==> src/hdl/sdspi_pkg.sv <==
// package for the sd card spi sequencer: phase codes, command codes, field types
// no dependencies
package sdspi_pkg;

    localparam int SECTOR_BYTES = 512;
    localparam int CNT_W = $clog2(SECTOR_BYTES) + 1;
    localparam int OFF_W = 9;

    localparam logic [1:0] OP_INIT = 2'd0;
    localparam logic [1:0] OP_READ = 2'd1;
    localparam logic [1:0] OP_BYTE = 2'd2;

    localparam logic [0:0] CFG_POLL_BUDGET = 1'd0;
    localparam logic [0:0] CFG_IDLE_CLOCKS = 1'd1;

    localparam logic [7:0] C_CMD0   = 8'h40;
    localparam logic [7:0] C_CMD1   = 8'h41;
    localparam logic [7:0] C_CMD8   = 8'h48;
    localparam logic [7:0] C_CMD17  = 8'h51;
    localparam logic [7:0] C_CMD55  = 8'h77;
    localparam logic [7:0] C_CMD58  = 8'h7A;
    localparam logic [7:0] C_ACMD41 = 8'h69;

    typedef enum logic [4:0] {
        PH_IDLE, PH_CLK, PH_FRAME, PH_FRAMEL, PH_CMD0_R, PH_CMD8_R, PH_R7,
        PH_CMD58_R, PH_OCR, PH_CMD55_R, PH_ACMD41_R, PH_CMD1_R, PH_END_A,
        PH_END_B, PH_RD_PRE, PH_RD_PRE2, PH_CMD17_R, PH_TOKEN, PH_DATA, PH_TRAIL
    } phase_t;

    typedef struct packed {
        logic [1:0]  operation;
        logic [31:0] sector_number;
        logic [9:0]  window_start;
        logic [9:0]  window_end;
        logic [7:0]  rx_byte;
    } in_item_t;

    typedef struct packed {
        logic        tx_valid;
        logic [7:0]  tx_byte;
        logic        select_high;
        logic        data_valid;
        logic [7:0]  data_byte;
        logic [8:0]  data_offset;
        logic        done_res;
    } out_item_t;

    function automatic logic [7:0] crc_of(input logic [7:0] idx);
        logic [7:0] c;
        case (idx)
            C_CMD0:   c = 8'h95;
            C_CMD8:   c = 8'h87;
            C_CMD58:  c = 8'hFD;
            C_CMD55:  c = 8'h65;
            C_ACMD41: c = 8'h77;
            default:  c = 8'h01;
        endcase
        return c;
    endfunction

    function automatic phase_t resp_phase(input logic [7:0] idx);
        phase_t p;
        case (idx)
            C_CMD0:   p = PH_CMD0_R;
            C_CMD8:   p = PH_CMD8_R;
            C_CMD58:  p = PH_CMD58_R;
            C_CMD55:  p = PH_CMD55_R;
            C_ACMD41: p = PH_ACMD41_R;
            C_CMD1:   p = PH_CMD1_R;
            default:  p = PH_CMD17_R;
        endcase
        return p;
    endfunction

endpackage

==> src/hdl/sdspi_in_if.sv <==
// valid/ready channel carrying input items
// depends on sdspi_pkg
interface sdspi_in_if import sdspi_pkg::*; ();
    logic     valid;
    logic     ready;
    in_item_t data;
    modport source (output valid, output data, input ready);
    modport sink (input valid, input data, output ready);
endinterface

==> src/hdl/sdspi_out_if.sv <==
// valid/ready channel carrying result items
// depends on sdspi_pkg
interface sdspi_out_if import sdspi_pkg::*; ();
    logic      valid;
    logic      ready;
    out_item_t data;
    modport source (output valid, output data, input ready);
    modport sink (input valid, input data, output ready);
endinterface

==> src/hdl/sd_spi_init_and_sector_read.sv <==
// An accepted item's result is registered in the output register, or held in
// the one-entry skid stage when the output stalls. Throughput: one item per
// cycle while the skid stage is empty; the sequencer state updates in the
// accept cycle, and a result waiting in the output register does not block the next item.
// Reset: phase idle, counters zero, chip select high, poll_budget 50, idle clocks 12.
// depends on sdspi_pkg, sdspi_in_if, sdspi_out_if
module sd_spi_init_and_sector_read
    import sdspi_pkg::*;
(
    input  logic        clk,
    input  logic        rst_n,
    input  logic        cfg_we,
    input  logic [0:0]  cfg_index,
    input  logic [7:0]  cfg_data,
    sdspi_in_if.sink    in_ch,
    sdspi_out_if.source out_ch
);

    logic [7:0]       poll_budget_reg, idle_clocks_reg;
    phase_t           phase_reg, phase_next;
    logic [CNT_W-1:0] count_reg, count_next;
    logic [7:0]       cmd_reg, cmd_next;
    logic [31:0]      arg_reg, arg_next;
    logic [7:0]       poll_reg, poll_next;
    logic [9:0]       first_reg, first_next, after_reg, after_next;
    logic             sel_reg, sel_next;

    out_item_t res;
    out_item_t out_reg, skid_reg;
    logic      out_valid_reg, skid_valid_reg;
    logic      accept;

    assign in_ch.ready  = !skid_valid_reg;
    assign accept       = in_ch.valid && in_ch.ready;
    assign out_ch.valid = out_valid_reg;
    assign out_ch.data  = out_reg;

    // configuration registers
    always_ff @(posedge clk or negedge rst_n)
    begin
        if (!rst_n)
        begin
            poll_budget_reg <= 8'd50;
            idle_clocks_reg <= 8'd12;
        end
        else if (cfg_we)
        begin
            case (cfg_index)
                CFG_POLL_BUDGET: poll_budget_reg <= cfg_data;
                CFG_IDLE_CLOCKS: idle_clocks_reg <= cfg_data;
                default: ;
            endcase
        end
    end

    // next state and result for one item
    always_comb
    begin
        logic [7:0]       rx;
        logic [CNT_W-1:0] cnt_inc;
        logic             respond;
        logic [7:0]       p_dec;
        rx         = in_ch.data.rx_byte;
        cnt_inc    = count_reg + 1'b1;
        respond    = 1'b0;
        p_dec      = poll_reg - 8'd1;
        phase_next = phase_reg;
        count_next = count_reg;
        cmd_next   = cmd_reg;
        arg_next   = arg_reg;
        poll_next  = poll_reg;
        first_next = first_reg;
        after_next = after_reg;
        sel_next   = sel_reg;
        res        = '0;

        case (in_ch.data.operation)
            OP_INIT:
            begin
                sel_next = 1'b1;
                res.tx_valid = 1'b1;
                count_next = '0;
                if (idle_clocks_reg != 8'd0)
                begin
                    phase_next = PH_CLK;
                    res.tx_byte = 8'hFF;
                end
                else
                begin
                    sel_next = 1'b0;
                    cmd_next = C_CMD0;
                    arg_next = '0;
                    phase_next = PH_FRAME;
                    res.tx_byte = C_CMD0;
                end
            end
            OP_READ:
            begin
                first_next = in_ch.data.window_start;
                after_next = in_ch.data.window_end;
                arg_next = in_ch.data.sector_number;
                phase_next = PH_RD_PRE;
                res.tx_valid = 1'b1;
                res.tx_byte = 8'hFF;
            end
            OP_BYTE:
            begin
                case (phase_reg)
                    PH_CLK:
                    begin
                        count_next = cnt_inc;
                        res.tx_valid = 1'b1;
                        res.tx_byte = 8'hFF;
                        if (cnt_inc >= CNT_W'(idle_clocks_reg))
                        begin
                            sel_next = 1'b0;
                            cmd_next = C_CMD0;
                            arg_next = '0;
                            count_next = '0;
                            phase_next = PH_FRAME;
                            res.tx_byte = C_CMD0;
                        end
                    end
                    PH_FRAME, PH_FRAMEL:
                    begin
                        if (count_reg < CNT_W'(5))
                        begin
                            count_next = cnt_inc;
                            res.tx_valid = 1'b1;
                            case (cnt_inc[2:0])
                                3'd1: res.tx_byte = arg_reg[31:24];
                                3'd2: res.tx_byte = arg_reg[23:16];
                                3'd3: res.tx_byte = arg_reg[15:8];
                                3'd4: res.tx_byte = arg_reg[7:0];
                                default: res.tx_byte = crc_of(cmd_reg);
                            endcase
                        end
                        else if (phase_reg == PH_FRAMEL)
                        begin
                            phase_next = PH_ACMD41_R;
                            res.tx_valid = 1'b1;
                            res.tx_byte = 8'hFF;
                        end
                        else
                            respond = 1'b1;
                    end
                    PH_R7, PH_OCR:
                    begin
                        count_next = cnt_inc;
                        res.tx_valid = 1'b1;
                        res.tx_byte = 8'hFF;
                        if (cnt_inc >= CNT_W'(4))
                        begin
                            cmd_next = (phase_reg == PH_R7) ? C_CMD58 : C_CMD55;
                            arg_next = '0;
                            count_next = '0;
                            phase_next = PH_FRAME;
                            res.tx_byte = cmd_next;
                        end
                    end
                    PH_CMD0_R, PH_CMD8_R, PH_CMD58_R, PH_CMD55_R,
                    PH_ACMD41_R, PH_CMD1_R, PH_CMD17_R, PH_TOKEN:
                        respond = 1'b1;
                    PH_END_A:
                    begin
                        sel_next = 1'b1;
                        phase_next = PH_END_B;
                        res.tx_valid = 1'b1;
                        res.tx_byte = 8'hFF;
                    end
                    PH_END_B:
                    begin
                        sel_next = 1'b1;
                        phase_next = PH_IDLE;
                        res.done_res = 1'b1;
                    end
                    PH_RD_PRE:
                    begin
                        sel_next = 1'b0;
                        phase_next = PH_RD_PRE2;
                        res.tx_valid = 1'b1;
                        res.tx_byte = 8'hFF;
                    end
                    PH_RD_PRE2:
                    begin
                        cmd_next = C_CMD17;
                        count_next = '0;
                        phase_next = PH_FRAME;
                        res.tx_valid = 1'b1;
                        res.tx_byte = C_CMD17;
                    end
                    PH_DATA:
                    begin
                        if (10'(count_reg) >= first_reg && 10'(count_reg) < after_reg)
                        begin
                            res.data_valid = 1'b1;
                            res.data_byte = rx;
                            res.data_offset = count_reg[OFF_W-1:0];
                        end
                        count_next = cnt_inc;
                        if (cnt_inc >= CNT_W'(SECTOR_BYTES))
                        begin
                            count_next = '0;
                            phase_next = PH_TRAIL;
                        end
                        res.tx_valid = 1'b1;
                        res.tx_byte = 8'hFF;
                    end
                    PH_TRAIL:
                    begin
                        count_next = cnt_inc;
                        if (cnt_inc >= CNT_W'(3))
                        begin
                            sel_next = 1'b1;
                            phase_next = PH_END_B;
                        end
                        res.tx_valid = 1'b1;
                        res.tx_byte = 8'hFF;
                    end
                    default: ;
                endcase

                // response handling, with the phase a finished frame resolves to
                if (respond)
                begin
                    phase_t ph;
                    ph = (phase_reg == PH_FRAME) ? resp_phase(cmd_reg) : phase_reg;
                    phase_next = ph;
                    res.tx_valid = 1'b1;
                    res.tx_byte = 8'hFF;
                    case (ph)
                        PH_CMD0_R:
                            if (rx == 8'h01)
                            begin
                                cmd_next = C_CMD8; arg_next = 32'h1AA;
                            end
                        PH_CMD8_R:
                            if (rx == 8'h01)
                            begin
                                count_next = '0; phase_next = PH_R7;
                            end
                            else if (rx == 8'h05 || rx == 8'h0D)
                            begin
                                cmd_next = C_CMD58; arg_next = '0;
                            end
                        PH_CMD58_R:
                            if (rx == 8'h01)
                            begin
                                count_next = '0; phase_next = PH_OCR;
                            end
                        PH_CMD55_R:
                            if (rx == 8'h01 || rx == 8'h00)
                            begin
                                poll_next = poll_budget_reg;
                                cmd_next = C_ACMD41; arg_next = 32'h4000_0000;
                            end
                        PH_ACMD41_R:
                            if (rx == 8'h00 || poll_reg == 8'd0)
                            begin
                                cmd_next = C_CMD1; arg_next = 32'h4000_0000;
                            end
                            else
                            begin
                                poll_next = p_dec;
                                if (rx == 8'h01)
                                begin
                                    cmd_next = C_CMD55; arg_next = '0;
                                end
                                else if (p_dec == 8'd1)
                                begin
                                    poll_next = poll_budget_reg;
                                    cmd_next = C_CMD1; arg_next = 32'h4000_0000;
                                    count_next = '0;
                                    phase_next = PH_FRAMEL;
                                    res.tx_byte = C_CMD1;
                                end
                            end
                        PH_CMD1_R:
                            if (rx == 8'h00)
                                phase_next = PH_END_A;
                            else if (rx == 8'h01)
                            begin
                                cmd_next = C_CMD55; arg_next = '0;
                            end
                        PH_CMD17_R:
                            if (rx == 8'h00)
                                phase_next = PH_TOKEN;
                        default:
                            if (rx == 8'hFE)
                            begin
                                count_next = '0; phase_next = PH_DATA;
                            end
                    endcase
                    // a new command frame starts whenever the command changed
                    if (phase_next == ph && cmd_next != cmd_reg ||
                        phase_next == ph && arg_next != arg_reg ||
                        phase_next == ph && poll_next == poll_budget_reg &&
                        ph == PH_CMD55_R && (rx == 8'h01 || rx == 8'h00) ||
                        phase_next == ph && ph == PH_ACMD41_R &&
                        (rx == 8'h00 || poll_reg == 8'd0 || rx == 8'h01) ||
                        phase_next == ph && ph == PH_CMD1_R && rx == 8'h01 ||
                        phase_next == ph && ph == PH_CMD0_R && rx == 8'h01 ||
                        phase_next == ph && ph == PH_CMD8_R &&
                        (rx == 8'h05 || rx == 8'h0D))
                    begin
                        count_next = '0;
                        phase_next = PH_FRAME;
                        res.tx_byte = cmd_next;
                    end
                end
            end
            default: ;
        endcase
        res.select_high = sel_next;
    end

    // sequencer state
    always_ff @(posedge clk or negedge rst_n)
    begin
        if (!rst_n)
        begin
            phase_reg <= PH_IDLE;
            count_reg <= '0;
            cmd_reg   <= '0;
            arg_reg   <= '0;
            poll_reg  <= '0;
            first_reg <= '0;
            after_reg <= '0;
            sel_reg   <= 1'b1;
        end
        else if (accept)
        begin
            phase_reg <= phase_next;
            count_reg <= count_next;
            cmd_reg   <= cmd_next;
            arg_reg   <= arg_next;
            poll_reg  <= poll_next;
            first_reg <= first_next;
            after_reg <= after_next;
            sel_reg   <= sel_next;
        end
    end

    // output register with one skid entry
    always_ff @(posedge clk or negedge rst_n)
    begin
        if (!rst_n)
        begin
            out_valid_reg  <= 1'b0;
            skid_valid_reg <= 1'b0;
        end
        else
        begin
            if (!out_valid_reg || out_ch.ready)
            begin
                out_valid_reg  <= skid_valid_reg || accept;
                skid_valid_reg <= 1'b0;
            end
            else if (accept)
                skid_valid_reg <= 1'b1;
        end
    end

    always_ff @(posedge clk)
    begin
        if (!out_valid_reg || out_ch.ready)
            out_reg <= skid_valid_reg ? skid_reg : res;
        if (accept && out_valid_reg && !out_ch.ready)
            skid_reg <= res;
    end

    // checks
    a_skid_only_when_stalled: assert property (@(posedge clk) disable iff (!rst_n)
        skid_valid_reg |-> out_valid_reg) else $error("skid holds item with empty output");
    a_done_goes_idle: assert property (@(posedge clk) disable iff (!rst_n)
        accept && res.done_res |=> phase_reg == PH_IDLE) else $error("done without idle");
    a_data_only_in_data: assert property (@(posedge clk) disable iff (!rst_n)
        accept && res.data_valid |-> phase_reg == PH_DATA) else $error("stray data byte");
    a_deselect_on_done: assert property (@(posedge clk) disable iff (!rst_n)
        accept && res.done_res |-> res.select_high && !res.tx_valid)
        else $error("done with select low");

endmodule

==> src/flat_wrapper.sv <==
// flat-port wrapper written by rule: the top's interface ports become plain ports
module sd_spi_init_and_sector_read_flat import sdspi_pkg::*;
  (clk, rst_n, cfg_we, cfg_index, cfg_data, in_ch_valid, in_ch_data, in_ch_ready, out_ch_valid, out_ch_data, out_ch_ready);
  sdspi_in_if in_ch_i ();
  sdspi_out_if out_ch_i ();
  input  logic clk;
  input  logic rst_n;
  input  logic cfg_we;
  input  logic [0:0] cfg_index;
  input  logic [7:0] cfg_data;
  input wire logic [$bits(in_ch_i.valid)-1:0] in_ch_valid;
  input wire logic [$bits(in_ch_i.data)-1:0] in_ch_data;
  output wire logic [$bits(in_ch_i.ready)-1:0] in_ch_ready;
  output wire logic [$bits(out_ch_i.valid)-1:0] out_ch_valid;
  output wire logic [$bits(out_ch_i.data)-1:0] out_ch_data;
  input wire logic [$bits(out_ch_i.ready)-1:0] out_ch_ready;
  assign in_ch_i.valid = in_ch_valid;
  assign in_ch_i.data = in_ch_data;
  assign in_ch_ready = in_ch_i.ready;
  assign out_ch_valid = out_ch_i.valid;
  assign out_ch_data = out_ch_i.data;
  assign out_ch_i.ready = out_ch_ready;
  sd_spi_init_and_sector_read u_core (.clk(clk), .rst_n(rst_n), .cfg_we(cfg_we), .cfg_index(cfg_index), .cfg_data(cfg_data), .in_ch(in_ch_i), .out_ch(out_ch_i));
endmodule
==> config.mk <==
export PLATFORM = sky130hd
export DESIGN_NAME = sd_spi_init_and_sector_read_flat
export DESIGN_NICKNAME = d
export VERILOG_FILES = /design/src/hdl/sdspi_pkg.sv /design/src/hdl/sdspi_in_if.sv /design/src/hdl/sdspi_out_if.sv /design/src/hdl/sd_spi_init_and_sector_read.sv /design/src/flat_wrapper.sv
export SDC_FILE = /design/constraint.sdc
export NUM_CORES = 1
export LEC_CHECK = 0
export ABC_AREA = 1
export BUFFER_PORTS_ARGS = -buffer_cell sky130_fd_sc_hd__buf_2
export CAP_MARGIN = 20
export CELL_PAD_IN_SITES_DETAIL_PLACEMENT = 2
export CELL_PAD_IN_SITES_GLOBAL_PLACEMENT = 2
export CORE_ASPECT_RATIO = 0.8
export CORE_UTILIZATION = 35
export CTS_BUF_LIST = sky130_fd_sc_hd__clkbuf_16
export DETAILED_ROUTE_END_ITERATION = 10
export PLACE_DENSITY_LB_ADDON = 0.25
export SETUP_SLACK_MARGIN = 0.3
export SLEW_MARGIN = 20
export SYNTH_ARGS = -nofsm -noshare
export SYNTH_HDL_FRONTEND = slang
export SYNTH_SLANG_ARGS = --single-unit
==> constraint.sdc <==
create_clock -name clk -period 5.5 [get_ports clk]
set_input_delay 0.275 -clock clk [delete_from_list [all_inputs] [get_ports clk]]
set_output_delay 0.275 -clock clk [all_outputs]
set_load 0.005 [all_outputs]
Word level (Yosys, flattened, before mapping)

Index checks and enable logic that the tools add are counted.

Register bits: 160
Latch bits: 0
RAM bits: 0
Bits in read-only memories: 0
Input port bits: 76
Logic and storage cells: 261
Memories: 0

$add $sub $neg: 2
$mul: 0
Divide/modulo/power cells: 0
Order comparisons: 7
Equality and inequality tests: 55
Shift operators: 0
Muxes and demuxes: 115
Bitwise operators: 1
Reductions and logical operators: 55

Operator list:

| cell                                                             | count |
|---|---|
| 32-bit two-way mux                                               | 15 |
| 8-bit two-way mux                                                | 29 |
| 32-bit case mux with 5 select lines                              | 1 |
| 10-bit two-way mux                                               | 11 |
| 5-bit two-way mux                                                | 21 |
| 32-bit case mux with 3 select lines                              | 1 |
| 8-bit case mux with 5 select lines                               | 2 |
| 32-bit case mux with 2 select lines                              | 1 |
| 10-bit case mux with 6 select lines                              | 1 |
| 5-bit case mux with 6 select lines                               | 2 |
| 5-bit by 4-bit == test with 1-bit output (second input constant) | 11 |
| 8-bit by 7-bit == test with 1-bit output (second input constant) | 6 |
| 5-bit case mux with 9 select lines                               | 1 |
| 9-bit case mux with 5 select lines                               | 1 |
| 18-bit two-way mux                                               | 2 |
| 5-bit by 3-bit == test with 1-bit output (second input constant) | 7 |
| 32-bit inequality test                                           | 1 |
| 8-bit case mux with 2 select lines                               | 2 |
| 8-bit case mux with 4 select lines                               | 1 |
| 10-bit case mux with 3 select lines                              | 1 |
| 29-bit two-way mux                                               | 1 |
| 9-bit two-way mux                                                | 3 |
| 9-bit case mux with 3 select lines                               | 1 |
| 5-bit == test (second input constant)                            | 5 |
| 51 further kinds                                                 | 108 |

Depth between registers and ports, before layout

Gate-level depths: netlist of the first run.

Depth after elaboration: 27
Depth in mapped cells: 31
Gate-level depth less buffers: 31

Worst setup path after synthesis of the first run

OpenSTA, ideal clock, no wires.

Path type: reg-to-reg
Start: reg u_core.count_reg[1]
End: reg u_core.out_reg, in the netlist u_core.out_ch.data[24], data pin
Library setup time: 0.254 ns
Data arrival time: 3.077 ns
Required time: 5.246 ns
Path slack: 2.169 ns
Stages on the path, launching flop included: 32
Cells stage by stage: dfrtp_1 > ha_1 > nand2_1 > nor2_4 > inv_2 > nand2_1 > inv_2 > ha_1 > nand2_1 > a21oi_1 > nor2_1 > nand2_1 > nand2_1 > nand4_2 > nand2_1 > inv_2 > o21ai_0 > nor2_1 > nand2_1 > nand2_1 > nand2_1 > nand2_1 > nand2_1 > nor2_1 > nand3_1 > inv_1 > nand2_1 > nand3_1 > nand2_1 > nand2_1 > nand3_1 > nand2_1

Cells in the longest elaborated chain, start to end: 22
Elaborated cells between the ends (all ways): 59
Classes of those cells: 1 x add/sub; 3 x order compare; 6 x eq/ne; 41 x mux; 8 x reduce/logical

Ends and longest elaborated chain:

| element                                                                                                                                               | RTL line                                                               | RTL |
|---|---|---|
| start: declaration                                                                                                                                    | sd_spi_init_and_sector_read.sv:21                                      | `logic [CNT_W-1:0] count_reg, count_next;` |
| start signal: assignment                                                                                                                              | sd_spi_init_and_sector_read.sv:334                                     | `count_reg <= count_next;` |
| 10-bit by 1-bit adder with 10-bit output                                                                                                              | sd_spi_init_and_sector_read.sv:64                                      | `cnt_inc = count_reg + 1'b1;` |
| 10-bit by 3-bit greater-or-equal comparator with 1-bit output / 10-bit by 8-bit greater-or-equal comparator with 1-bit output (equally long branches) | sd_spi_init_and_sector_read.sv:152, sd_spi_init_and_sector_read.sv:114 |  |
| 32-bit two-way mux, or another cell as far along                                                                                                      | sd_spi_init_and_sector_read.sv:152                                     | `if (cnt_inc >= CNT_W'(4))` |
| 32-bit case mux with 2 select lines / 8-bit case mux with 3 select lines (equally long branches)                                                      | sd_spi_init_and_sector_read.sv:108                                     | `case (phase_reg)` |
| 32-bit two-way mux / 8-bit two-way mux (equally long branches)                                                                                        | sd_spi_init_and_sector_read.sv:269                                     | `else if (p_dec == 8'd1)` |
| 32-bit two-way mux / 8-bit two-way mux (equally long branches)                                                                                        | sd_spi_init_and_sector_read.sv:265                                     | `if (rx == 8'h01)` |
| 32-bit two-way mux / 8-bit two-way mux (equally long branches)                                                                                        | sd_spi_init_and_sector_read.sv:258                                     | `if (rx == 8'h00 \|\| poll_reg == 8'd0)` |
| 32-bit case mux with 5 select lines / 8-bit case mux with 5 select lines (equally long branches)                                                      | sd_spi_init_and_sector_read.sv:231                                     | `case (ph)` |
| (+6 left out)                                                                                                                                         | n/a                                                                    |  |
| 1-bit logical OR                                                                                                                                      | sd_spi_init_and_sector_read.sv:298                                     | `ph == PH_CMD55_R && (rx == 8'h01 \|\| rx == 8'h00) \|\|` |
| 1-bit logical OR                                                                                                                                      | sd_spi_init_and_sector_read.sv:300                                     | `(rx == 8'h00 \|\| poll_reg == 8'd0 \|\| rx == 8'h01) \|\|` |
| 1-bit logical OR                                                                                                                                      | sd_spi_init_and_sector_read.sv:301                                     | `phase_next == ph && ph == PH_CMD1_R && rx == 8'h01 \|\|` |
| 1-bit logical OR                                                                                                                                      | sd_spi_init_and_sector_read.sv:302                                     | `phase_next == ph && ph == PH_CMD0_R && rx == 8'h01 \|\|` |
| 8-bit two-way mux                                                                                                                                     | sd_spi_init_and_sector_read.sv:295                                     | `if (phase_next == ph && cmd_next != cmd_reg \|\|` |
| 9-bit two-way mux *                                                                                                                                   | sd_spi_init_and_sector_read.sv:224                                     | `if (respond)` |
| 9-bit case mux with 3 select lines *                                                                                                                  | sd_spi_init_and_sector_read.sv:77                                      | `case (in_ch.data.operation)` |
| 29-bit two-way mux *                                                                                                                                  | sd_spi_init_and_sector_read.sv:367                                     | `out_reg <= skid_valid_reg ? skid_reg : res;` |
| end signal: assignment                                                                                                                                | sd_spi_init_and_sector_read.sv:367                                     |  |
| end: declaration                                                                                                                                      | sd_spi_init_and_sector_read.sv:29                                      | `out_item_t out_reg, skid_reg;` |

Every way passes the cells marked *; elsewhere a longest branch is shown, timed or not. The select of a mux whose other input is x is not followed.
A chain may end at the register's enable or synchronous reset.

==> flow_summary.ini, run 1 <==
[power]
leakagePower_nw = 6.09
power.density_mw_per_mm2 = 478
total_power_w = 0.00606
peakVddDrop_mv = 0.217

[clock_tree]
clk_latency_ps = 450
cts_buffers = 17
post_cts_buffers = 0
root_buffer = clkbuf_16
tritoncts = yes
clk_path_buf_depth = 2
h-tree-depth = 4
clk_pin_slew_ps = 80
clock-sinks = 160

[sta]
finalCriticalPeriod_ps = 4900
tns_ps = 0
slew_viol_final = 0
rsz0062_at_grt = no
tightest_slew_ps = 952
setup_viol = 0
clock_skew_ps = 18.9
holdWs_ps = 65.6
max_freq_mhz = 204
finalCritPeriodShare = 0.890
max_slew_margin = 0.365
hold_violations = 0

[yosys]
syn_area_mm2 = 0.0111
synth-seq-cells = 160
synth_area_leaders = dfrtp_1 22%, edfxtp_1 16%, nand2_1 12%, inv_1 6.5%, nor2_1 4.7%
ys.flop_type = dfrtp_1
yosysTopAreaCell = dfrtp_1
async_reset_ff_frac = 0.638
ys_seq_area_frac = 0.387
ys_types = 63
synth_fp_nets = 1600
avgSynthCellArea_um2 = 7.48
yosysWarningCount = 0
post-synth-top-area-fraction = 0.216
yosysMostFrequentCell = nand2_1
synth_edf_count = 58
synthTopCellsByCount = 358 x nand2_1, 193 x inv_1, 139 x nor2_1
syn_inst = 1485

[route]
via_per_inst = 5.66
drtAntennaViolNets = 0
finalWirelength_um = 46900
drc = 0
wl_per_cell_um = 23.3
drt-initial-drc-count = 819
vias = 11376
drt-pass1-iter-count = 5

[cells_and_area]
largest_register_ffs = 32
antenna_cells = 0
fin_nets = 1699
fillers = 3644
drive_gt1_frac = 0.170
area_delta_synth_final_pct = 14.2
stdcell_area_mm2 = 0.0127

[status]
status = completed

[global_route]
grt_use_total = 0.295
gr-usage-met1 = 0.423
busiest_layer = met2
met3_usage = 0.0402
overflow = 0
grt_pass1_vias = 12203
use_met2 = 0.469
grt_max_degree = 54
antenna_found_initial = 0
grt_pass1_wl_um = 73400

[worst_setup_path]
r2r_slack_ps = 600
endpoint_kind = flop
startpoint_type = flop
crit_fanout = 33
crit_path_frequent_cell = nand2_1
worstSetupPathType = reg -> reg
max_stage_delay_ps = 560
cpMaxStageDelayCell = dfrtp_1
critical_path.top_delay_family = simple AND/OR/NAND/NOR gates
crit_required_ps = 5750
path_buf_inv = 3
cp.arrival_ps = 5140

[placed_design]
port_buffers = 106
routabilityCongestion = 0.934
place_area_mm2 = 0.0121
hpwl_um = 35600

[floorplanning]
dieArea_mm2 = 0.0324
die_x_um = 201
fp.coreArea_mm2 = 0.0308
initial_core_util = 0.360
pin_count = 107
num_rows = 57
fp.dieH_um = 161

[job]
drv_cap = 0

[hold_path]
hold_path.class = in -> reg
placed cells by master (no fill, tap or decap), types with 4 or more instances in the layout:
| master | instances |
|---|---|
| inv_1 | 194 |
| dfstp_2 | 6 |
| o31ai_1 | 4 |
| nor2_1 | 138 |
| o22ai_1 | 33 |
| a211oi_1 | 7 |
| clkbuf_16 | 17 |
| o21ai_0 | 89 |
| dfrtp_1 | 95 |
| nor2_2 | 14 |
| buf_4 | 13 |
| nand2_2 | 17 |
| edfxtp_1 | 58 |
| o211ai_1 | 19 |
| a32oi_1 | 26 |
| nor3_1 | 18 |
| o21ai_1 | 5 |
| nand4_1 | 20 |
| inv_2 | 31 |
| nand3_1 | 86 |
| nor2_4 | 8 |
| mux2_2 | 19 |
| ha_1 | 39 |
| a22oi_1 | 4 |
| o221ai_1 | 13 |
| nand2_1 | 358 |
| clkinv_8 | 5 |
| buf_2 | 105 |
| a221oi_1 | 4 |
| a21oi_1 | 79 |
| nor4_1 | 11 |
| nand3_2 | 5 |
kinds of logic after synthesis:
logic type                 Yosys count  synth area share
and+or+nand+nor                    690             0.279
adders and majority gates           39            0.0440
buffers and inverters              264            0.0921
DFF                                160             0.387
AOI/OAI and AO/OA                  311             0.177
xor gates and xnor gates             2           0.00158
muxes                               19            0.0193
worst register-to-register path: stages (launching register included):
cell and delay [ps]:
dfrtp_1 560, ha_1 300, nand2_1 150, inv_1 70, nor2_1 400, ha_1 340, nand2_1 70, nor2_1 50
nand2_1 70, nand2_1 60, nand2_1 110, nand4_2 230, nand2_2 210, inv_2 70, nand2_4 330, nand2_1 170
nand2_1 130, nand3_1 80, nand2_1 70, nand2_1 50, nor2_1 90, nand3_1 170, inv_1 110, nand2_1 210
nand3_1 160, nand2_1 140, a21oi_1 310
metal layers:
metal	share of wire	vias up	wire length (µm)
met5	0	-	0
met4	0.014	0	659
met3	0.042	48	1980
met2	0.46	277	21400
met1	0.49	5827	22900
li1	-	5224	-
path summary, 6_finish.rpt:
kind | startpoint | to | cells past startpoint
max in group asynchronous | rst_n | u_core.count_reg[2] | 3
setup reg to reg | u_core.count_reg[1] | u_core.skid_reg[24] | 26
hold reg to reg | u_core.idle_clocks_reg[5] | u_core.idle_clocks_reg[5] | 2
min in group asynchronous | rst_n | u_core.after_reg[6] | 2
setup / recovery | u_core.count_reg[1] | u_core.skid_reg[24] | 26
hold / removal | in_ch_data[22] | u_core.first_reg[4] | 3
area by class of cell:
type,instances,area [µm²],area share
clock buffer,17,425,0.0336
sequential,160,4300,0.339
tap,413,517,0.0408
timing repair buffer,119,633,0.0500
clock inverter,15,171,0.0135
multi-input combinational,1061,5780,0.456
inverter,225,845,0.0666
report_power, final:
part	internal [W]	switching (W)	total, W
clock	0.000611	0.000624	0.00124
sequential	0.00143	0.000236	0.00167
combinational	0.000894	0.00226	0.00315
total	0.00294	0.00312	0.00606
per-stage QoR:
stage,setup WS [ps],cells,utilization
3_3_place_gp,948,1977,0.392
3_5_place_dp,626,1977,0.392
5_1_grt,379,2010,0.411
4_1_cts,524,2010,0.411
2_1_floorplan,2170,1485,-
6_report,603,2010,0.411
what timing repair did:
action                     in CTS  in global routing
hold buffers                    1                  0
setup endpoints to repair       0                 18
hold endpoints to repair       49                  0
resized for setup               0                  1
(Power assumes the default switching activity.)
==> inputs of run 2 (changes only) <==
--- a/config.mk
+++ b/config.mk
@@ -12,3 +12,3 @@
 export CELL_PAD_IN_SITES_GLOBAL_PLACEMENT = 2
-export CORE_ASPECT_RATIO = 0.8
+export CORE_ASPECT_RATIO = 1.4
 export CORE_UTILIZATION = 35
==> constraint.sdc (replaced) <==
create_clock -name clk -period 5.5 [get_ports clk]
set_input_delay 0.55 -clock clk [delete_from_list [all_inputs] [get_ports clk]]
set_output_delay 0.55 -clock clk [all_outputs]
set_load 0.005 [all_outputs]
==> flow_summary.ini, run 2 (synthesized netlist as in run 1, its figures left out) <==
[route]
vias = 11174
via_per_inst = 5.63
drt-pass1-iter-count = 10
drt-initial-drc-count = 481
drc = 4
wl_per_cell_um = 22.3
drtAntennaViolNets = 0
finalWirelength_um = 44200

[global_route]
grt_max_degree = 58
grt_use_total = 0.283
overflow = 0
grt_pass1_vias = 12225
antenna_found_initial = 0
use_met2 = 0.516
met3_usage = 0.0315
grt_pass1_wl_um = 69900
gr-usage-met1 = 0.328
busiest_layer = met2

[status]
status = finished with violations
violations = DRC

[cells_and_area]
antenna_cells = 0
fin_util = 0.406
fin_nets = 1698
final_cell_mix = 358 x nand2_1, 194 x inv_1, 138 x nor2_1
largest_register_ffs = 32
area_delta_synth_final_pct = 13.5
fillers = 3719
final_common_cell = nand2_1
drive_gt1_frac = 0.168

[placed_design]
routabilityCongestion = 0.963
port_buffers = 106
hpwl_um = 34500
pre_cts_ws_ps = 1140

[power]
p_sw_frac = 0.506
power.density_mw_per_mm2 = 472
seqPwrFrac = 0.276
leakagePower_nw = 6.07
total_power_w = 0.00594
peakVddDrop_mv = 0.283
p_int_w = 0.00293
clkPwrFrac = 0.196
power_frac_comb = 0.528
p_sw_w = 0.00301

[clock_tree]
h-tree-depth = 4
clk_pin_slew_ps = 70
post_cts_buffers = 0
root_buffer = clkbuf_16
postCtsResizedCells = 0
clk_path_buf_depth = 2
clock-sinks = 160
hold_buffers = 0
tritoncts = yes
cts_buffers = 17
clk_latency_ps = 460

[worst_setup_path]
max_stage_delay_ps = 550
r2r-start = u_core.count_reg[3]
crit_path_frequent_cell = nand2_1
endpoint_kind = flop
critPathCapture = u_core.out_ch.data[22]
crit_fanout = 8
cpMaxStageDelayCell = dfrtp_1
worstSetupPathType = reg -> reg
startpoint_type = flop
cp.arrival_ps = 4570
r2r_slack_ps = 1150
r2r_end = u_core.out_ch.data[22]
crit_required_ps = 5720
r2r_cells = 28
crit_start = u_core.count_reg[3]

[floorplanning]
pin_count = 107
dieArea_mm2 = 0.0324
num_rows = 76
fp.coreArea_mm2 = 0.0310
die_x_um = 153
fp.dieH_um = 213
initial_core_util = 0.358

[sta]
max_freq_mhz = 230
setup_viol = 0
tns_ps = 0
rsz0062_at_grt = no
clock_skew_ps = 13.7
finalCritPeriodShare = 0.792
holdWs_ps = 218
hold_violations = 0
fin_ws_ps = 1150
tightest_slew_ps = 982
max_slew_margin = 0.343
slew_viol_final = 0
finalCriticalPeriod_ps = 4350

[job]
drv_cap = 0

[hold_path]
hold_path.class = in -> async
==> run 2: stage by stage <==
step,instances,cell area (µm²)
final,1986,12600
after global placement,1954,12000
after CTS,1986,12600
after floorplan,1485,11100
after global routing,1986,12600
after detailed placement,1954,12000
==> run 2: worst max-delay path: cells and delay by family (launching register included) <==
| kind | cells | cell delay, ps |
|---|---|---|
| AND/OR/NAND/NOR | 24 | 2980 |
| flip-flops | 1 | 550 |
| adder cells (fa/ha/maj) | 1 | 280 |
| AO/OA/AOI/OAI | 1 | 180 |
| buffers and inverters | 2 | 140 |
==> run 2: layout make-up <==
cell class | count | area [µm²] | area share
Timing Repair Buffer | 118 | 623 | 0.0495
Clock buffer | 17 | 425 | 0.0338
Inverter | 225 | 845 | 0.0671
Sequential cell | 160 | 4300 | 0.342
Clock inverter | 15 | 121 | 0.00964
Tap cell | 390 | 488 | 0.0387
Multi-Input combinational cell | 1061 | 5790 | 0.460
==> run 2: power by group through the flow <==
| stage | Combinational (W) | Clock, W | Sequential [W] |
|---|---|---|---|
| floorplan | 0.00212 | 0 | 0.00158 |
| global placement | 0.00299 | 0 | 0.00165 |
| detailed placement | 0.00309 | 0 | 0.00166 |
| CTS | 0.00312 | 0.00119 | 0.00164 |
| global route | 0.00343 | 0.00123 | 0.00167 |
| finish | 0.00314 | 0.00116 | 0.00164 |
==> run 2: routing by layer <==
layer | vias up | routed length (µm)
li1 | 5226 | -
met1 | 5616 | 18300
met2 | 247 | 22800
met3 | 85 | 1300
met4 | 0 | 1890
met5 | - | 0
==> run 2: worst min path at each step <==
stage                         startpoint                        end  slack, ps  depth (start not counted)
2_1_floorplan                      rst_n        u_core.after_reg[0]        250                          0
3_3_place_gp   u_core.poll_budget_reg[6]  u_core.poll_budget_reg[6]        470                          2
3_5_place_dp   u_core.idle_clocks_reg[5]  u_core.idle_clocks_reg[5]        480                          2
4_1_cts                            rst_n        u_core.first_reg[3]        230                          1
5_1_grt                            rst_n        u_core.first_reg[6]        270                          1
6_report                           rst_n        u_core.first_reg[6]        220                          1
==> inputs of run 3 (changes only) <==
Clock period 5.5 ns to 4.53 ns, I/O delays scaled along.
==> flow_summary.ini, run 3 (synthesized netlist as in run 1, its figures left out) <==
[power]
power.density_mw_per_mm2 = 583
peakVddDrop_mv = 0.280
leakagePower_nw = 6.22

[route]
drtAntennaViolNets = 0
finalWirelength_um = 46200
drt-pass1-iter-count = 7
vias = 11390
drc = 0
drt-initial-drc-count = 561
wl_per_cell_um = 22.9
via_per_inst = 5.66

[global_route]
antenna_found_initial = 1
grt_max_degree = 58
overflow = 0
grt_pass1_vias = 12615
grt_pass1_wl_um = 71800
grt_use_total = 0.291

[sta]
max_freq_mhz = 249
finalCritPeriodShare = 0.885
tightest_slew_ps = 920
max_slew_margin = 0.386
tns_ps = 0
slew_viol_final = 0
setup_viol = 0
finalCriticalPeriod_ps = 4010
hold_violations = 0
rsz0062_at_grt = no
clock_skew_ps = 13.0
fin_ws_ps = 521

[clock_tree]
tritoncts = yes
clk_latency_ps = 470
clk_pin_slew_ps = 80
cts_buffers = 17
clk_path_buf_depth = 2
h-tree-depth = 4
clock-sinks = 160
root_buffer = clkbuf_16

[hold_path]
hold_path.class = in -> reg

[status]
status = completed

[worst_setup_path]
cp.arrival_ps = 4360
endpoint_kind = flop
crit_required_ps = 4880
crit_fanout = 9
worstSetupPathType = reg -> reg
startpoint_type = flop

[cells_and_area]
area_delta_synth_final_pct = 16.1
final_cell_mix = 355 x nand2_1, 193 x inv_1, 136 x nor2_1
drive_gt1_frac = 0.189
post_layout_nonfiller_instances = 2014
final_common_cell = nand2_1
largest_register_ffs = 32
fin_util = 0.416
fin_nets = 1725

[floorplanning]
initial_core_util = 0.358
die_x_um = 153
fp.dieH_um = 213
num_rows = 76
dieArea_mm2 = 0.0324
pin_count = 107
fp.coreArea_mm2 = 0.0310

[placed_design]
hpwl_um = 35300
pre_cts_ws_ps = 339
routabilityCongestion = 0.922
port_buffers = 106
placed_cells = 1971

[job]
drv_cap = 0
==> run 3: path summary, 6_finish.rpt <==
kind	from	to	slack, ps	cells past startpoint
min	in_ch_data[18]	u_core.first_reg[0]	220	2
max	u_core.cmd_reg[0]	u_core.phase_reg[2]	520	25
min reg2reg	u_core.poll_budget_reg[6]	u_core.poll_budget_reg[6]	500	2
min in group asynchronous	rst_n	u_core.first_reg[1]	360	2
max reg2reg	u_core.cmd_reg[0]	u_core.phase_reg[2]	520	25
max in group asynchronous	rst_n	u_core.poll_reg[1]	3130	3
==> run 3: repair_timing <==
action | 4_1_cts | 5_1_grt
setup buffers | 1 | 8
hold buffers | 1 | 0
gates resized for setup | 0 | 15
setup endpoints to repair | 7 | 26
endpoints found under the hold margin | 11 | 0
pin swaps | 1 | 1
==> run 3: critical path: stages, from the launching register on <==
cell and delay [ps]:
dfrtp_1 490, inv_2 180, nand2_1 80, nor2_1 180
nand2_2 170, nand2_2 130, inv_2 60, a21oi_4 220
buf_4 240, nor2_4 80, nand2_8 110, nand3_2 90
nor2_2 130, nand2_1 80, or2_1 340, o21ai_2 310
nand2_1 80, nand2_1 80, nand2_2 90, nor2_8 170
o21ai_4 100, buf_4 150, nand3_1 110, nand3_1 100
nand2_1 80, nand2_1 60
==> run 3: through the flow <==
step / hold slack (ps) / area, µm² / power (W)
final: 219 / 12900 / 0.00752
after global routing: 224 / 12900 / 0.00797
after CTS: 211 / 12800 / 0.00739
after detailed placement: 304 / 12200 / 0.00581
after global placement: 301 / 12200 / 0.00566
after floorplan: 157 / 11100 / 0.00449
==> run 3: cell type report <==
class	instances	area, µm²
Fill cell	3682	18100
Inverter	225	845
Clock buffer	17	425
Timing Repair Buffer	145	853
Tap cell	390	488
Multi-Input combinational cell	1061	5820
Antenna cell	1	2.50
Clock inverter	15	155
Sequential cell	160	4310
==> run 3: per-layer routing <==
layer / track usage / share of wire / wire length, µm / vias to the layer above
met3: 0.0331 / 0.024 / 1130 / 95
li1: - / - / - / 5284
met1: 0.335 / 0.42 / 19200 / 5751
met4: 0.142 / 0.043 / 1980 / 0
met5: 0 / 0 / 0 / -
met2: 0.536 / 0.52 / 23900 / 260
==> run 3: power breakdown <==
part           internal (W)  switching (W)  total [W]  leakage [nW]
clock              0.000774       0.000720    0.00149         0.282
combinational       0.00122        0.00280    0.00402          4.09
sequential          0.00174       0.000263    0.00201          1.85
